**config.mk**
```make
export PLATFORM = sky130hd
export DESIGN_NAME = shortest_remaining_time_sim
export DESIGN_NICKNAME = d
export VERILOG_FILES = /design/src/sv/srt_pkg.sv /design/src/sv/srt_mem.sv /design/src/sv/srt_alu.sv /design/src/sv/shortest_remaining_time_sim.sv
export SDC_FILE = /design/constraint.sdc
export NUM_CORES = 1
export LEC_CHECK = 0
export ABC_CLOCK_PERIOD_IN_PS = 4300
export BUFFER_PORTS_ARGS = -buffer_cell sky130_fd_sc_hd__buf_4
export CAP_MARGIN = 30
export CORE_MARGIN = 3
export CORE_UTILIZATION = 50
export CTS_BUF_LIST = sky130_fd_sc_hd__clkbuf_2
export CTS_CLUSTER_DIAMETER = 50
export CTS_CLUSTER_SIZE = 40
export DETAILED_ROUTE_END_ITERATION = 16
export PLACE_DENSITY = 0.68
export SLEW_MARGIN = 40
export SYNTH_ARGS = -nofsm -noshare
export SYNTH_HDL_FRONTEND = slang
export SYNTH_SLANG_ARGS = --single-unit
```
**constraint.sdc**
```tcl
create_clock -name clk_i -period 4.3 [get_ports clk_i]
set_input_delay 0.215 -clock clk_i [delete_from_list [all_inputs] [get_ports clk_i]]
set_output_delay 0.215 -clock clk_i [all_outputs]
set_load 0.05 [all_outputs]
```
**src/sv/srt_pkg.sv**
```systemverilog
// Shared widths, constants and unit interface types for the SRTF scheduler.
package srt_pkg;

  localparam int unsigned SRT_MAX_PROCS = 16;
  localparam int unsigned SRT_TIME_BITS = 13;

  localparam int unsigned BURST_W    = 8;
  localparam int unsigned ARR_W      = 10;
  localparam int unsigned OUT_IDX_W  = 4;
  localparam int unsigned OUT_TIME_W = 13;
  localparam int unsigned IN_DATA_W  = 24;
  localparam int unsigned OUT_DATA_W = 32;

  localparam logic [OUT_TIME_W-1:0] OUT_TIME_MAX = 13'd8191;

  // Control into the shared update/compare unit.
  typedef struct packed {
    logic upd_en;   // apply the previous tick's run/wait update
    logic is_pick;  // this entry ran in the previous tick
    logic found;    // a candidate already exists in this pass
  } alu_ctl_t;

  // Status back from the unit.
  typedef struct packed {
    logic unfinished;  // remaining burst nonzero after update
    logic take;        // entry becomes the new best candidate
  } alu_sts_t;

endpackage

```
**src/sv/srt_mem.sv**
```systemverilog
// Process table: one write port, one registered read port.
module srt_mem #(
  parameter int unsigned DEPTH = 16,
  parameter int unsigned WIDTH = 44,
  parameter int unsigned AW    = 4
) (
  input  logic             clk_i,
  input  logic             we_i,
  input  logic [AW-1:0]    waddr_i,
  input  logic [WIDTH-1:0] wdata_i,
  input  logic             re_i,
  input  logic [AW-1:0]    raddr_i,
  output logic [WIDTH-1:0] rdata_o
);

  logic [WIDTH-1:0] mem_q [DEPTH];
  logic [WIDTH-1:0] rdata_q;

  always_ff @(posedge clk_i) begin
    if (we_i) begin
      mem_q[waddr_i] <= wdata_i;
    end
  end

  always_ff @(posedge clk_i) begin
    if (re_i) begin
      rdata_q <= mem_q[raddr_i];
    end
  end

  assign rdata_o = rdata_q;

endmodule

```
**src/sv/srt_alu.sv**
```systemverilog
// Shared per-entry unit: applies last tick's update, then compares for this tick.
module srt_alu #(
  parameter int unsigned TIME_BITS = 13
) (
  input  srt_pkg::alu_ctl_t             ctl_i,
  input  logic [srt_pkg::BURST_W-1:0]   rem_i,
  input  logic [srt_pkg::ARR_W-1:0]     arr_i,
  input  logic [TIME_BITS-1:0]          wait_i,
  input  logic [TIME_BITS-1:0]          tat_i,
  input  logic [TIME_BITS-1:0]          tprev_i,
  input  logic [TIME_BITS-1:0]          tcur_i,
  input  logic [srt_pkg::BURST_W-1:0]   best_i,
  output logic [srt_pkg::BURST_W-1:0]   rem_o,
  output logic [TIME_BITS-1:0]          wait_o,
  output logic [TIME_BITS-1:0]          tat_o,
  output srt_pkg::alu_sts_t             sts_o
);
  import srt_pkg::*;

  localparam int unsigned CMP_W = (TIME_BITS > ARR_W) ? TIME_BITS : ARR_W;

  logic [CMP_W-1:0] arr_x;
  logic [CMP_W-1:0] tprev_x;
  logic [CMP_W-1:0] tcur_x;

  assign arr_x   = CMP_W'(arr_i);
  assign tprev_x = CMP_W'(tprev_i);
  assign tcur_x  = CMP_W'(tcur_i);

  always_comb begin
    rem_o  = rem_i;
    wait_o = wait_i;
    tat_o  = tat_i;
    if (ctl_i.upd_en) begin
      if (ctl_i.is_pick) begin
        rem_o = rem_i - BURST_W'(1);
        if (rem_o == '0) begin
          tat_o = (tcur_x >= arr_x) ? TIME_BITS'(tcur_x - arr_x) : '0;
        end
      end else if ((rem_i != '0) && (arr_x <= tprev_x)) begin
        wait_o = (&wait_i) ? wait_i : wait_i + TIME_BITS'(1);
      end
    end
    sts_o.unfinished = (rem_o != '0);
    sts_o.take       = sts_o.unfinished && (arr_x <= tcur_x) &&
                       (!ctl_i.found || (rem_o < best_i));
  end

endmodule

```
**src/sv/shortest_remaining_time_sim.sv**
```systemverilog
// Top level: load, tick-by-tick SRTF simulation and result readout.
//
// Use: processes stream in on the s_axis channel, one item each, tdata
// holding burst_time and arrival_time, tlast marking the final process.
// Items beyond MAX_PROCS are dropped (a dropped item with tlast still
// starts the run). s_axis_tready is high only while loading, and stays
// high for the whole of it.
// After the last item the block simulates preemptive SRTF from time 0.
// One simulated tick is one pass over the N stored processes through a
// single read port and one shared update/compare unit: N reads, the last
// read's data, then the tick decision. The pass writes back the
// previous tick's run/wait update while it searches for the next pick.
// Results then leave on m_axis, one per process in load order; each is
// read into the output register only once the previous one is taken.
// A stalled receiver holds the output register and the readout simply
// waits. tlast marks the result of the final process, after which
// loading starts again.
// Reset (rst_ni low, asynchronous) empties the set and returns to
// loading; the table itself is not cleared, only entries just loaded
// are ever read.
module shortest_remaining_time_sim #(
  parameter int unsigned MAX_PROCS = srt_pkg::SRT_MAX_PROCS,
  parameter int unsigned TIME_BITS = srt_pkg::SRT_TIME_BITS
) (
  input  logic                           clk_i,
  input  logic                           rst_ni,
  input  logic                           s_axis_tvalid,
  output logic                           s_axis_tready,
  // [7:0] burst_time, [17:8] arrival_time, [23:18] zero
  input  logic [srt_pkg::IN_DATA_W-1:0]  s_axis_tdata,
  input  logic                           s_axis_tlast,   // last_process
  output logic                           m_axis_tvalid,
  input  logic                           m_axis_tready,
  // [3:0] process_index, [16:4] wait_time, [29:17] turnaround_time, [31:30] zero
  output logic [srt_pkg::OUT_DATA_W-1:0] m_axis_tdata,
  output logic                           m_axis_tlast    // last_result
);
  import srt_pkg::*;

  localparam int unsigned IDX_W = (MAX_PROCS > 1) ? $clog2(MAX_PROCS) : 1;
  localparam int unsigned CNT_W = $clog2(MAX_PROCS + 1);
  localparam int unsigned MEM_W = BURST_W + ARR_W + 2 * TIME_BITS;
  localparam int unsigned WAIT_LO = TIME_BITS;
  localparam int unsigned ARR_LO  = 2 * TIME_BITS;
  localparam int unsigned REM_LO  = 2 * TIME_BITS + ARR_W;
  localparam int unsigned CL_W = (TIME_BITS > OUT_TIME_W) ? TIME_BITS : OUT_TIME_W;
  localparam int unsigned PAD_W = OUT_DATA_W - OUT_IDX_W - 2 * OUT_TIME_W;

  typedef enum logic [3:0] {
    ST_LOAD = 4'b0001,
    ST_SCAN = 4'b0010,
    ST_TICK = 4'b0100,
    ST_OUT  = 4'b1000
  } state_e;

  state_e                state_q;
  logic [CNT_W-1:0]      cnt_q;        // processes in the set
  logic [CNT_W-1:0]      ra_q;         // next read address
  logic                  vld_q;        // read data valid this cycle
  logic [IDX_W-1:0]      idx_q;        // entry of the read data
  logic                  upd_en_q;     // previous tick ran a process
  logic [IDX_W-1:0]      pick_prev_q;
  logic [TIME_BITS-1:0]  tprev_q;
  logic [TIME_BITS-1:0]  tcur_q;       // time of the tick being searched
  logic                  found_q;
  logic                  unf_q;        // any unfinished process seen
  logic [BURST_W-1:0]    best_q;
  logic [IDX_W-1:0]      pick_q;

  logic                  m_valid_q;
  logic [OUT_IDX_W-1:0]  out_idx_q;
  logic [OUT_TIME_W-1:0] out_wait_q;
  logic [OUT_TIME_W-1:0] out_tat_q;
  logic                  out_last_q;

  logic                  in_acc;
  logic                  out_acc;
  logic                  room;
  logic                  pass_end;
  logic                  idx_last;

  logic                  mem_we;
  logic [IDX_W-1:0]      mem_waddr;
  logic [MEM_W-1:0]      mem_wdata;
  logic                  mem_re;
  logic [MEM_W-1:0]      mem_rdata;

  logic [BURST_W-1:0]    rd_rem;
  logic [ARR_W-1:0]      rd_arr;
  logic [TIME_BITS-1:0]  rd_wait;
  logic [TIME_BITS-1:0]  rd_tat;
  logic [BURST_W-1:0]    up_rem;
  logic [TIME_BITS-1:0]  up_wait;
  logic [TIME_BITS-1:0]  up_tat;
  logic [OUT_TIME_W-1:0] wait_clamp;
  logic [OUT_TIME_W-1:0] tat_clamp;
  alu_ctl_t              alu_ctl;
  alu_sts_t              alu_sts;

  assign s_axis_tready = (state_q == ST_LOAD);
  assign in_acc        = s_axis_tvalid && s_axis_tready;
  assign out_acc       = m_valid_q && m_axis_tready;
  assign room          = (cnt_q < CNT_W'(MAX_PROCS));
  assign idx_last      = (CNT_W'(idx_q) == cnt_q - CNT_W'(1));
  assign pass_end      = vld_q && idx_last;

  // table entry: {remaining, arrival, wait, turnaround}
  assign rd_rem  = mem_rdata[REM_LO +: BURST_W];
  assign rd_arr  = mem_rdata[ARR_LO +: ARR_W];
  assign rd_wait = mem_rdata[WAIT_LO +: TIME_BITS];
  assign rd_tat  = mem_rdata[0 +: TIME_BITS];

  // read issue: every cycle during a scan, one at a time during readout
  always_comb begin
    mem_re = 1'b0;
    if (ra_q < cnt_q) begin
      if (state_q == ST_SCAN) begin
        mem_re = 1'b1;
      end else if (state_q == ST_OUT) begin
        mem_re = !m_valid_q && !vld_q;
      end
    end
  end

  // write port: load stores a fresh entry, scan writes back the update
  always_comb begin
    mem_we    = 1'b0;
    mem_waddr = idx_q;
    mem_wdata = {up_rem, rd_arr, up_wait, up_tat};
    if (state_q == ST_LOAD) begin
      mem_we    = in_acc && room;
      mem_waddr = cnt_q[IDX_W-1:0];
      mem_wdata = {s_axis_tdata[0 +: BURST_W], s_axis_tdata[BURST_W +: ARR_W],
                   {(2 * TIME_BITS){1'b0}}};
    end else if (state_q == ST_SCAN) begin
      mem_we = vld_q;
    end
  end

  srt_mem #(
    .DEPTH (MAX_PROCS),
    .WIDTH (MEM_W),
    .AW    (IDX_W)
  ) u_mem (
    .clk_i   (clk_i),
    .we_i    (mem_we),
    .waddr_i (mem_waddr),
    .wdata_i (mem_wdata),
    .re_i    (mem_re),
    .raddr_i (ra_q[IDX_W-1:0]),
    .rdata_o (mem_rdata)
  );

  assign alu_ctl.upd_en  = upd_en_q;
  assign alu_ctl.is_pick = (idx_q == pick_prev_q);
  assign alu_ctl.found   = found_q;

  srt_alu #(
    .TIME_BITS (TIME_BITS)
  ) u_alu (
    .ctl_i   (alu_ctl),
    .rem_i   (rd_rem),
    .arr_i   (rd_arr),
    .wait_i  (rd_wait),
    .tat_i   (rd_tat),
    .tprev_i (tprev_q),
    .tcur_i  (tcur_q),
    .best_i  (best_q),
    .rem_o   (up_rem),
    .wait_o  (up_wait),
    .tat_o   (up_tat),
    .sts_o   (alu_sts)
  );

  // reported times stop at the output field's maximum
  assign wait_clamp = (CL_W'(rd_wait) > CL_W'(OUT_TIME_MAX)) ? OUT_TIME_MAX
                                                             : OUT_TIME_W'(rd_wait);
  assign tat_clamp  = (CL_W'(rd_tat) > CL_W'(OUT_TIME_MAX)) ? OUT_TIME_MAX
                                                            : OUT_TIME_W'(rd_tat);

  // read pipeline
  always_ff @(posedge clk_i or negedge rst_ni) begin
    if (!rst_ni) begin
      vld_q <= 1'b0;
    end else begin
      vld_q <= mem_re;
    end
  end

  always_ff @(posedge clk_i) begin
    if (mem_re) begin
      idx_q <= ra_q[IDX_W-1:0];
    end
  end

  // sequencer
  always_ff @(posedge clk_i or negedge rst_ni) begin
    if (!rst_ni) begin
      state_q   <= ST_LOAD;
      cnt_q     <= '0;
      ra_q      <= '0;
      upd_en_q  <= 1'b0;
      found_q   <= 1'b0;
      unf_q     <= 1'b0;
      m_valid_q <= 1'b0;
    end else begin
      if (mem_re) begin
        ra_q <= ra_q + CNT_W'(1);
      end
      case (state_q)
        ST_LOAD: begin
          if (in_acc) begin
            if (room) begin
              cnt_q <= cnt_q + CNT_W'(1);
            end
            if (s_axis_tlast) begin
              state_q  <= ST_SCAN;
              ra_q     <= '0;
              upd_en_q <= 1'b0;
              found_q  <= 1'b0;
              unf_q    <= 1'b0;
            end
          end
        end
        ST_SCAN: begin
          if (vld_q) begin
            if (alu_sts.unfinished) begin
              unf_q <= 1'b1;
            end
            if (alu_sts.take) begin
              found_q <= 1'b1;
            end
          end
          if (pass_end) begin
            state_q <= ST_TICK;
          end
        end
        ST_TICK: begin
          ra_q <= '0;
          if (!unf_q) begin
            state_q  <= ST_OUT;
            upd_en_q <= 1'b0;
          end else begin
            // commit this tick's choice; its effects land in the next pass
            state_q  <= ST_SCAN;
            upd_en_q <= found_q;
            found_q  <= 1'b0;
            unf_q    <= 1'b0;
          end
        end
        ST_OUT: begin
          if (vld_q) begin
            m_valid_q <= 1'b1;
          end else if (out_acc) begin
            m_valid_q <= 1'b0;
            if (out_last_q) begin
              state_q <= ST_LOAD;
              cnt_q   <= '0;
            end
          end
        end
        default: begin
          state_q <= ST_LOAD;
        end
      endcase
    end
  end

  // tick datapath
  always_ff @(posedge clk_i) begin
    if (state_q == ST_LOAD) begin
      tcur_q <= '0;
    end else if (state_q == ST_TICK) begin
      pick_prev_q <= pick_q;
      tprev_q     <= tcur_q;
      tcur_q      <= (&tcur_q) ? tcur_q : tcur_q + TIME_BITS'(1);
    end
    if ((state_q == ST_SCAN) && vld_q && alu_sts.take) begin
      best_q <= up_rem;
      pick_q <= idx_q;
    end
  end

  // output register
  always_ff @(posedge clk_i) begin
    if ((state_q == ST_OUT) && vld_q) begin
      out_idx_q  <= OUT_IDX_W'(idx_q);
      out_wait_q <= wait_clamp;
      out_tat_q  <= tat_clamp;
      out_last_q <= idx_last;
    end
  end

  assign m_axis_tvalid = m_valid_q;
  assign m_axis_tdata  = {{PAD_W{1'b0}}, out_tat_q, out_wait_q, out_idx_q};
  assign m_axis_tlast  = out_last_q;

`ifndef SYNTHESIS
  // the set never grows past the table
  a_cnt_bound: assert property (@(posedge clk_i) disable iff (!rst_ni)
    cnt_q <= CNT_W'(MAX_PROCS))
    else $error("process count beyond table depth");

  // a committed pick always names a stored process
  a_pick_range: assert property (@(posedge clk_i) disable iff (!rst_ni)
    upd_en_q |-> (CNT_W'(pick_prev_q) < cnt_q))
    else $error("pick outside loaded set");

  // results only appear during readout
  a_out_phase: assert property (@(posedge clk_i) disable iff (!rst_ni)
    m_valid_q |-> (state_q == ST_OUT))
    else $error("result valid outside readout");

  // read data never arrives while loading or deciding a tick
  a_rd_phase: assert property (@(posedge clk_i) disable iff (!rst_ni)
    vld_q |-> (state_q == ST_SCAN || state_q == ST_OUT))
    else $error("table read outside scan or readout");

  // the last result ends readout and reopens loading
  a_last_ends: assert property (@(posedge clk_i) disable iff (!rst_ni)
    (out_acc && out_last_q) |=> (state_q == ST_LOAD && cnt_q == '0))
    else $error("readout did not close after last result");
`endif

endmodule
```
After elaboration in Yosys (flattened, before gate mapping)
Memory sizes are Yosys's and may differ from the RTL's. A register that Yosys moved wholly into a read port is not among the register bits.
Index checks and enable logic that the tools add are counted.
{ "op_classes": {"n_addsub": 7, "n_mul": 0, "div": 0, "n_lt_le_gt_ge": 8, "n_eq_ne": 17, "shifts": 0, "n_mux": 50, "bitwise_logic": 2, "reduce_logical": 32} }
{ "ops": {"columns": ["operator", "n"], "rows": [
  ["$mux W13", 8],
  ["$mux W44", 1],
  ["$mux W5", 8],
  ["$mux W4", 8],
  ["$add A13 B1 Y13 const B", 2],
  ["$gt A13 B13 Y1 const B", 2],
  ["$le A10 B13 Y1", 2],
  ["$reduce_and A13 Y1", 2],
  ["$pmux W5 S2", 2],
  ["$reduce_and A6 Y1", 3],
  ["$mux W1", 17],
  ["$mux W8", 2],
  ["$ne A2 B2 Y1 const B", 8],
  ["$pmux W4 S4", 1],
  ["$reduce_bool A8 Y1", 2],
  ["$ge A13 B10 Y1", 1],
  ["$sub A13 B10 Y13", 1],
  ["$logic_and A1 B1 Y1", 11],
  ["$add A5 B1 Y5 const B", 2],
  ["$logic_not A8 Y1", 1],
  ["$lt A8 B8 Y1", 1],
  ["$sub A8 B1 Y8 const B", 1],
  ["$ne A2 B1 Y1 const B", 3],
  ["$pmux W1 S3", 2],
  ["18 further kinds", 25]
]} }
{ "totals": {"register_bits": 96, "latch_bits": 0, "ram_bits": 704, "romBits": 0, "in_bits": 29, "mem_count": 1} }
{ "mem_list": {"columns": ["memory", "words", "width", "read_ports", "rd_clocked_by_memory_dff", "wr", "line_no", "rtl"], "rows": [
  ["u_mem.mem_q", 16, 44, 1, 1, 1, "srt_mem.sv:16", "logic [WIDTH-1:0] mem_q [DEPTH];"]
]} }

Longest topological paths before layout
{ "depth": {"ltp_word": 9, "ltp_mapped": 12, "ltp_nobuf": 11} }

Hierarchy
Synthesis repeated with hierarchy kept, for this count alone.
{ "unflattened": {"cells_unflattened": 1801, "hier_area_um2": 33860.0} }
{ "by_module_without_submodules": {"columns": ["mod", "n_inst", "cells_per_inst", "area_each_um2", "seq_area_each_um2"], "rows": [
  ["srt_mem", 1, 1142, 27706.6, 22461.5],
  ["shortest_remaining_time_sim", 1, 387, 4360.4, 2658.8],
  ["srt_alu", 1, 272, 1793.0, 0.0]
]} }

Worst setup path before layout
OpenSTA, ideal clock, no wires.
{ "synth_timing": {"kind": "register to register", "startpoint": "register cnt_q[1]", "endpoint": "register ra_q[2]", "setup_time_ns": 0.130, "arrival_ns": 4.278, "required_ns": 4.170, "setup_slack_ns": -0.107, "path_stages_with_launch": 9, "synth_period_minus_slack_ns": 4.407, "cell_sequence": "dfrtp_1 > inv_1 > ha_1 > a21o_1 > a21o_1 > a21o_1 > a21oi_1 > nand2_1 > mux2i_1"} }
{ "synth_between": {"elab_chain_len": 6} }
{ "synth_rtl": {"columns": ["item", "line_no", "rtl"], "rows": [
  ["from (decl)", "shortest_remaining_time_sim.sv:57", "logic [CNT_W-1:0] cnt_q;"],
  ["from (signal assigned)", "shortest_remaining_time_sim.sv:214", "cnt_q <= cnt_q + CNT_W'(1);"],
  ["$lt A5 B5 Y1 *", "shortest_remaining_time_sim.sv:116", "if (ra_q < cnt_q) begin"],
  ["$mux W1 *", "shortest_remaining_time_sim.sv:116", null],
  ["via mem_re", "shortest_remaining_time_sim.sv:85", "logic mem_re;"],
  ["$mux W5 *", "shortest_remaining_time_sim.sv:207", "if (mem_re) begin"],
  ["$mux W5", "shortest_remaining_time_sim.sv:216", "if (s_axis_tlast) begin"],
  ["$mux W5", "shortest_remaining_time_sim.sv:212", "if (in_acc) begin"],
  ["$pmux W5 S2 *", "shortest_remaining_time_sim.sv:210", "case (state_q)"],
  ["to (signal assigned)", "shortest_remaining_time_sim.sv:208", "ra_q <= ra_q + CNT_W'(1);"],
  ["to (decl)", "shortest_remaining_time_sim.sv:58", "logic [CNT_W-1:0] ra_q;"]
]} }
The timed path passes the listed nets; every way through them passes the cells marked *.
A chain may end at the register's enable or synchronous reset.

Worst setup path after layout
{ "layout_timing": {"startpoint": "register idx_q[2]", "endpoint": "register best_q[0], enable pin"} }
{ "layout_between": {"elab_chain_len": 7, "word_cells_on_any_way": 9, "cone_classes": "order compare (1); eq/ne (1); mux (2); reduce/logical (5)"} }
{ "layout_rtl": {"columns": ["item", "line_no", "rtl"], "rows": [
  ["from (decl)", "shortest_remaining_time_sim.sv:60", "logic [IDX_W-1:0] idx_q;"],
  ["from (signal assigned)", "shortest_remaining_time_sim.sv:192", "idx_q <= ra_q[IDX_W-1:0];"],
  ["$eq A4 B4 Y1 *", "shortest_remaining_time_sim.sv:155", "assign alu_ctl.is_pick = (idx_q == pick_prev_q);"],
  ["$mux W8 *", "srt_alu.sv:35", "if (ctl_i.is_pick) begin"],
  ["$mux W8 *", "srt_alu.sv:34", "if (ctl_i.upd_en) begin"],
  ["via u_alu.rem_o (one bit)", "srt_alu.sv:13", "output logic [srt_pkg::BURST_W-1:0] rem_o,"],
  ["$lt A8 B8 Y1 or $reduce_bool A8 Y1 (tied branches)", "srt_alu.sv:46, srt_alu.sv:44", null],
  ["$logic_or A1 B1 Y1 or $logic_and A1 B1 Y1 (tied branches)", "srt_alu.sv:46, srt_alu.sv:45", null],
  ["$logic_and A1 B1 Y1 *", "srt_alu.sv:45", "sts_o.take = sts_o.unfinished && (arr_x <= tcur_x) &&"],
  ["$logic_and A1 B1 Y1 *", "shortest_remaining_time_sim.sv:278", "if ((state_q == ST_SCAN) && vld_q && alu_sts.take) begin"],
  ["to (signal assigned)", "shortest_remaining_time_sim.sv:279", "best_q <= up_rem;"],
  ["to (decl)", "shortest_remaining_time_sim.sv:67", "logic [BURST_W-1:0] best_q;"]
]} }
Marked as above.

==> implementation parameters <==
Parameter                              Value

Run status
  Outcome    finished, final reports clean

Timing
  Hold violation count in the final report    0
  Portion of the clock cycle consumed by the worst path in the final layout    86.5%
  Worst slew margin relative to its limit    44.4%
  Time the worst path needs with I/O delays and setup    3.72 ns
  Unrepaired setup endpoints after global routing    false
  Worst-Margin Slew    0.829 ns
  Peak Freq    0.269 GHz
  Fin. max-slew vios    0
  Post-route clock skew    0.154 ns
  Final sum of negative setup slack    0 ns
  Final worst slack    0.581 ns
  Number of endpoints failing setup at the final stage    0

Layout
  Share of cells above drive strength 1    28.0%
  Most frequent cells in the layout    sky130_fd_sc_hd__edfxtp_1, sky130_fd_sc_hd__mux4_2, sky130_fd_sc_hd__buf_4, sky130_fd_sc_hd__clkbuf_2, sky130_fd_sc_hd__inv_1
  Number of fill cells    4899
  Layout Cells excl Fill    2749
  Signed area change from the synthesized netlist to the final layout    11.2%
  Layout Nets    1888
  Most common library cell in the layout ignoring fill and taps    sky130_fd_sc_hd__edfxtp_1

Yosys
  Mapped cell area    33600 um^2
  Flip-flop and latch count after synthesis    844
  Number of unique standard cell types used by synthesis    60
  Primary flip-flop cell chosen by synthesis mapping    sky130_fd_sc_hd__edfxtp_1
  Register area share after synthesis    74.7%
  Number of cells produced by synthesis    1671
  Average cell area after synthesis    20.1 um^2
  Share of synthesized registers carrying an async set or reset    2.25%
  Number of enable-type register cells in the synthesized netlist    812
  Synth warn    0

Power and ir drop
  Fraction of power spent switching nets    30.3%
  Internal power contribution    0.0136 W
  Power per Cell Area    522 nW/um^2
  Switching component of the power    0.00591 W
  Combinational group share of total power    24.4%
  Sequential Power Share    54.4%
  P_leak    11.9 nW
  Clock Power Share    21.3%
  Maximum vdd ir drop    362 uV

Clock tree
  Number of sinks on the clock net    844
  Clock root buffer    sky130_fd_sc_hd__clkbuf_2
  Number of levels in the clock H-tree    3
  TritonCTS clock tree    built
  Maximum clock path buffer count    3
  Num CTS Buffers    71
  Clock latency on the worst-skew pair    1.26 ns
  Clock-pin slew on the worst setup and hold paths    0.31 ns

Detailed routing
  Number of design-rule violations left by the first detailed-router iteration    1644
  Final WL    73000 um
  Number of iterations in the first detailed-routing pass    5
  Via count of the routed design    16700
  WL/cell    26.5 um
  Antenna Nets Post-Route    0
  Final routed DRC violation total    0
  Via-per-instance ratio    6.06

Floorplan
  Initial standard-cell utilization of the core    50.8%
  Die Footprint    70400 um^2
  Top Ports    64
  Core outline area    66200 um^2
  Die Width    265 um
  Die height    265 um
  Row Count    94

Critical path
  Data required time at the worst endpoint    5.20 ns
  Crit end category    flop
  Kind of critical path    reg2reg
  CP startpoint kind    flop
  Worst Path Arrival    4.61 ns
  R2r setup slk    0.58 ns
  Maximum fanout encountered on the critical timing path    9

Hold path
  Worst hold path class    in2reg

Place
  HPWL after detailed placement    38300 um
  Worst slack at placement    0.556 ns
  Number of placed instances with taps included    2565
  Count of input and output buffers    55
  Placer congestion estimate    0.843

Global route
  Overflow after GRT    0
  Gr usage total    21.1%
  Largest net degree at the start of global routing    112
  Antenna violations before repair    3
  First-pass GRT wire length    109000 um
  Via count of the first global-routing pass    16800

Flow run
  Number of maximum-capacitance violations    0
-- state kept, by name, indices dropped and copies added (netlist names) --
register / flops
pick_q: 4
out_idx_q: 4
u_mem.rdata_o: 44
ra_q: 5
u_mem.mem_q: 704
idx_q: 4
out_tat_q: 13
state_q: 4
m_axis_tvalid: 1
best_q: 8
vld_q: 1
pick_prev_q: 4
unf_q: 1
upd_en_q: 1
cnt_q: 5
found_q: 1
out_wait_q: 13
m_axis_tlast: 1
tprev_q: 13
tcur_q: 13
-- through the flow --
step | area, um^2 | util (%) | hold slack [ns] | total power [W]
6_report | 37400 | 56.5 | 0.0507 | 0.0195
5_1_grt | 37400 | 56.5 | -0.0320 | 0.0204
4_1_cts | 37300 | 56.4 | 0.00839 | 0.0197
3_5_place_dp | 35800 | 54.0 | 0.111 | 0.0155
3_3_place_gp | 35700 | 53.9 | 0.102 | 0.0153
2_1_floorplan | 33600 | - | -0.0806 | 0.0139
-- area by class of cell --
type / instances / area (um^2) / area share [%]
Antenna cell: 6 / 15.0 / 0.0402
Clock buffer: 74 / 370 / 0.991
Clock inverter: 58 / 752 / 2.01
Inverter: 55 / 208 / 0.556
Multi-Input combinational cell: 679 / 8170 / 21.8
Sequential cell: 844 / 25100 / 67.2
Tap cell: 864 / 1080 / 2.89
Timing Repair Buffer: 169 / 1660 / 4.45
-- cells in the mapped netlist, types with 3 or more instances --
cell type                    n  share of area, %
sky130_fd_sc_hd__a211o_1     3             0.078
sky130_fd_sc_hd__a211oi_1    6              0.13
sky130_fd_sc_hd__a21o_1     10              0.22
sky130_fd_sc_hd__a21oi_1    30              0.45
sky130_fd_sc_hd__a22oi_1     8              0.18
sky130_fd_sc_hd__a31oi_1     7              0.13
sky130_fd_sc_hd__and2_1      8              0.15
sky130_fd_sc_hd__and3_1      4             0.074
sky130_fd_sc_hd__buf_1      21              0.23
sky130_fd_sc_hd__buf_2       4             0.060
sky130_fd_sc_hd__clkbuf_1   67              0.75
sky130_fd_sc_hd__dfrtp_1    18               1.3
sky130_fd_sc_hd__dfxtp_1    13              0.77
sky130_fd_sc_hd__edfxtp_1  812                72
sky130_fd_sc_hd__ha_1       38               1.4
sky130_fd_sc_hd__inv_1      54              0.60
sky130_fd_sc_hd__mux2_2      4              0.13
sky130_fd_sc_hd__mux2i_1     5              0.15
sky130_fd_sc_hd__mux4_2    220                15
sky130_fd_sc_hd__nand2_1    50              0.56
sky130_fd_sc_hd__nand2b_1    3             0.056
sky130_fd_sc_hd__nand3_1    24              0.36
sky130_fd_sc_hd__nand3b_1    4             0.089
sky130_fd_sc_hd__nand4_1    10              0.19
sky130_fd_sc_hd__nand4b_1    4              0.10
sky130_fd_sc_hd__nor2_1     70              0.78
sky130_fd_sc_hd__nor2b_1     9              0.17
sky130_fd_sc_hd__nor3_1     17              0.25
sky130_fd_sc_hd__nor3b_1     6              0.13
sky130_fd_sc_hd__nor4_1      5             0.093
sky130_fd_sc_hd__o21a_1     10              0.22
sky130_fd_sc_hd__o21ai_0    37              0.55
sky130_fd_sc_hd__o31ai_1     9              0.20
sky130_fd_sc_hd__or3_1       6              0.11
sky130_fd_sc_hd__or4_1       6              0.13
sky130_fd_sc_hd__xnor2_1    21              0.55
sky130_fd_sc_hd__xor2_1     18              0.47
-- worst max-delay path, stage by stage (launching register included) --
cell,delay [ns]
sky130_fd_sc_hd__edfxtp_1,0.62
sky130_fd_sc_hd__xor2_1,0.20
sky130_fd_sc_hd__nor4_1,0.33
sky130_fd_sc_hd__buf_4,0.21
sky130_fd_sc_hd__and2_1,0.14
sky130_fd_sc_hd__buf_4,0.17
sky130_fd_sc_hd__nand2_1,0.07
sky130_fd_sc_hd__xnor2_1,0.27
sky130_fd_sc_hd__ha_1,0.31
sky130_fd_sc_hd__a211oi_1,0.26
sky130_fd_sc_hd__a211oi_1,0.14
sky130_fd_sc_hd__a211oi_2,0.47
sky130_fd_sc_hd__buf_4,0.26
-- power by group through the flow --
stage | Combinational, W | Clock [W] | Sequential (W)
2_1_floorplan | 0.00326 | 0 | 0.0107
3_3_place_gp | 0.00451 | 0 | 0.0108
3_5_place_dp | 0.00469 | 0 | 0.0108
4_1_cts | 0.00475 | 0.00428 | 0.0107
5_1_grt | 0.00519 | 0.00458 | 0.0107
6_report | 0.00476 | 0.00415 | 0.0106
-- worst paths after layout --
| kind | start | end | cells past startpoint |
|---|---|---|---|
| worst max-delay path | idx_q[2] | best_q[0] | 12 |
| worst min-delay path | s_axis_tdata[16] | u_mem.mem_q[13][34] | 4 |
| worst max register to register | idx_q[2] | best_q[0] | 12 |
| worst min register to register | pick_q[1] | pick_prev_q[1] | 0 |
| max in group asynchronous | rst_ni | state_q[3] | 4 |
| min in group asynchronous | rst_ni | unf_q | 4 |
-- what timing repair did --
item,4_1_cts,5_1_grt
setup buffers,0,0
resized for setup,0,0
hold endpoints to repair,490,19
hold buffers,44,1
-- metal layers --
layer / up-vias / track usage [%] / part of all wire, %
met1: 8852 / 30.8 / 43
met3: 105 / 3.61 / 6.3
li1: 7119 / - / -
met2: 578 / 34.1 / 49
met5: - / 0 / 0.018
met4: 2 / 4.95 / 1.8
-- logic make-up after synthesis --
kind of cell	after synthesis	synth area share, %
other	1	0.0111
XOR/XNOR	39	1.02
AO/OA/AOI/OAI	137	2.67
flip-flops	844	74.7
multiplexers	229	15.0
buffers and inverters	149	1.70
AND/OR/NAND/NOR	232	3.40
adder cells (fa/ha/maj)	40	1.50
Power figures use the tool's default switching activity.
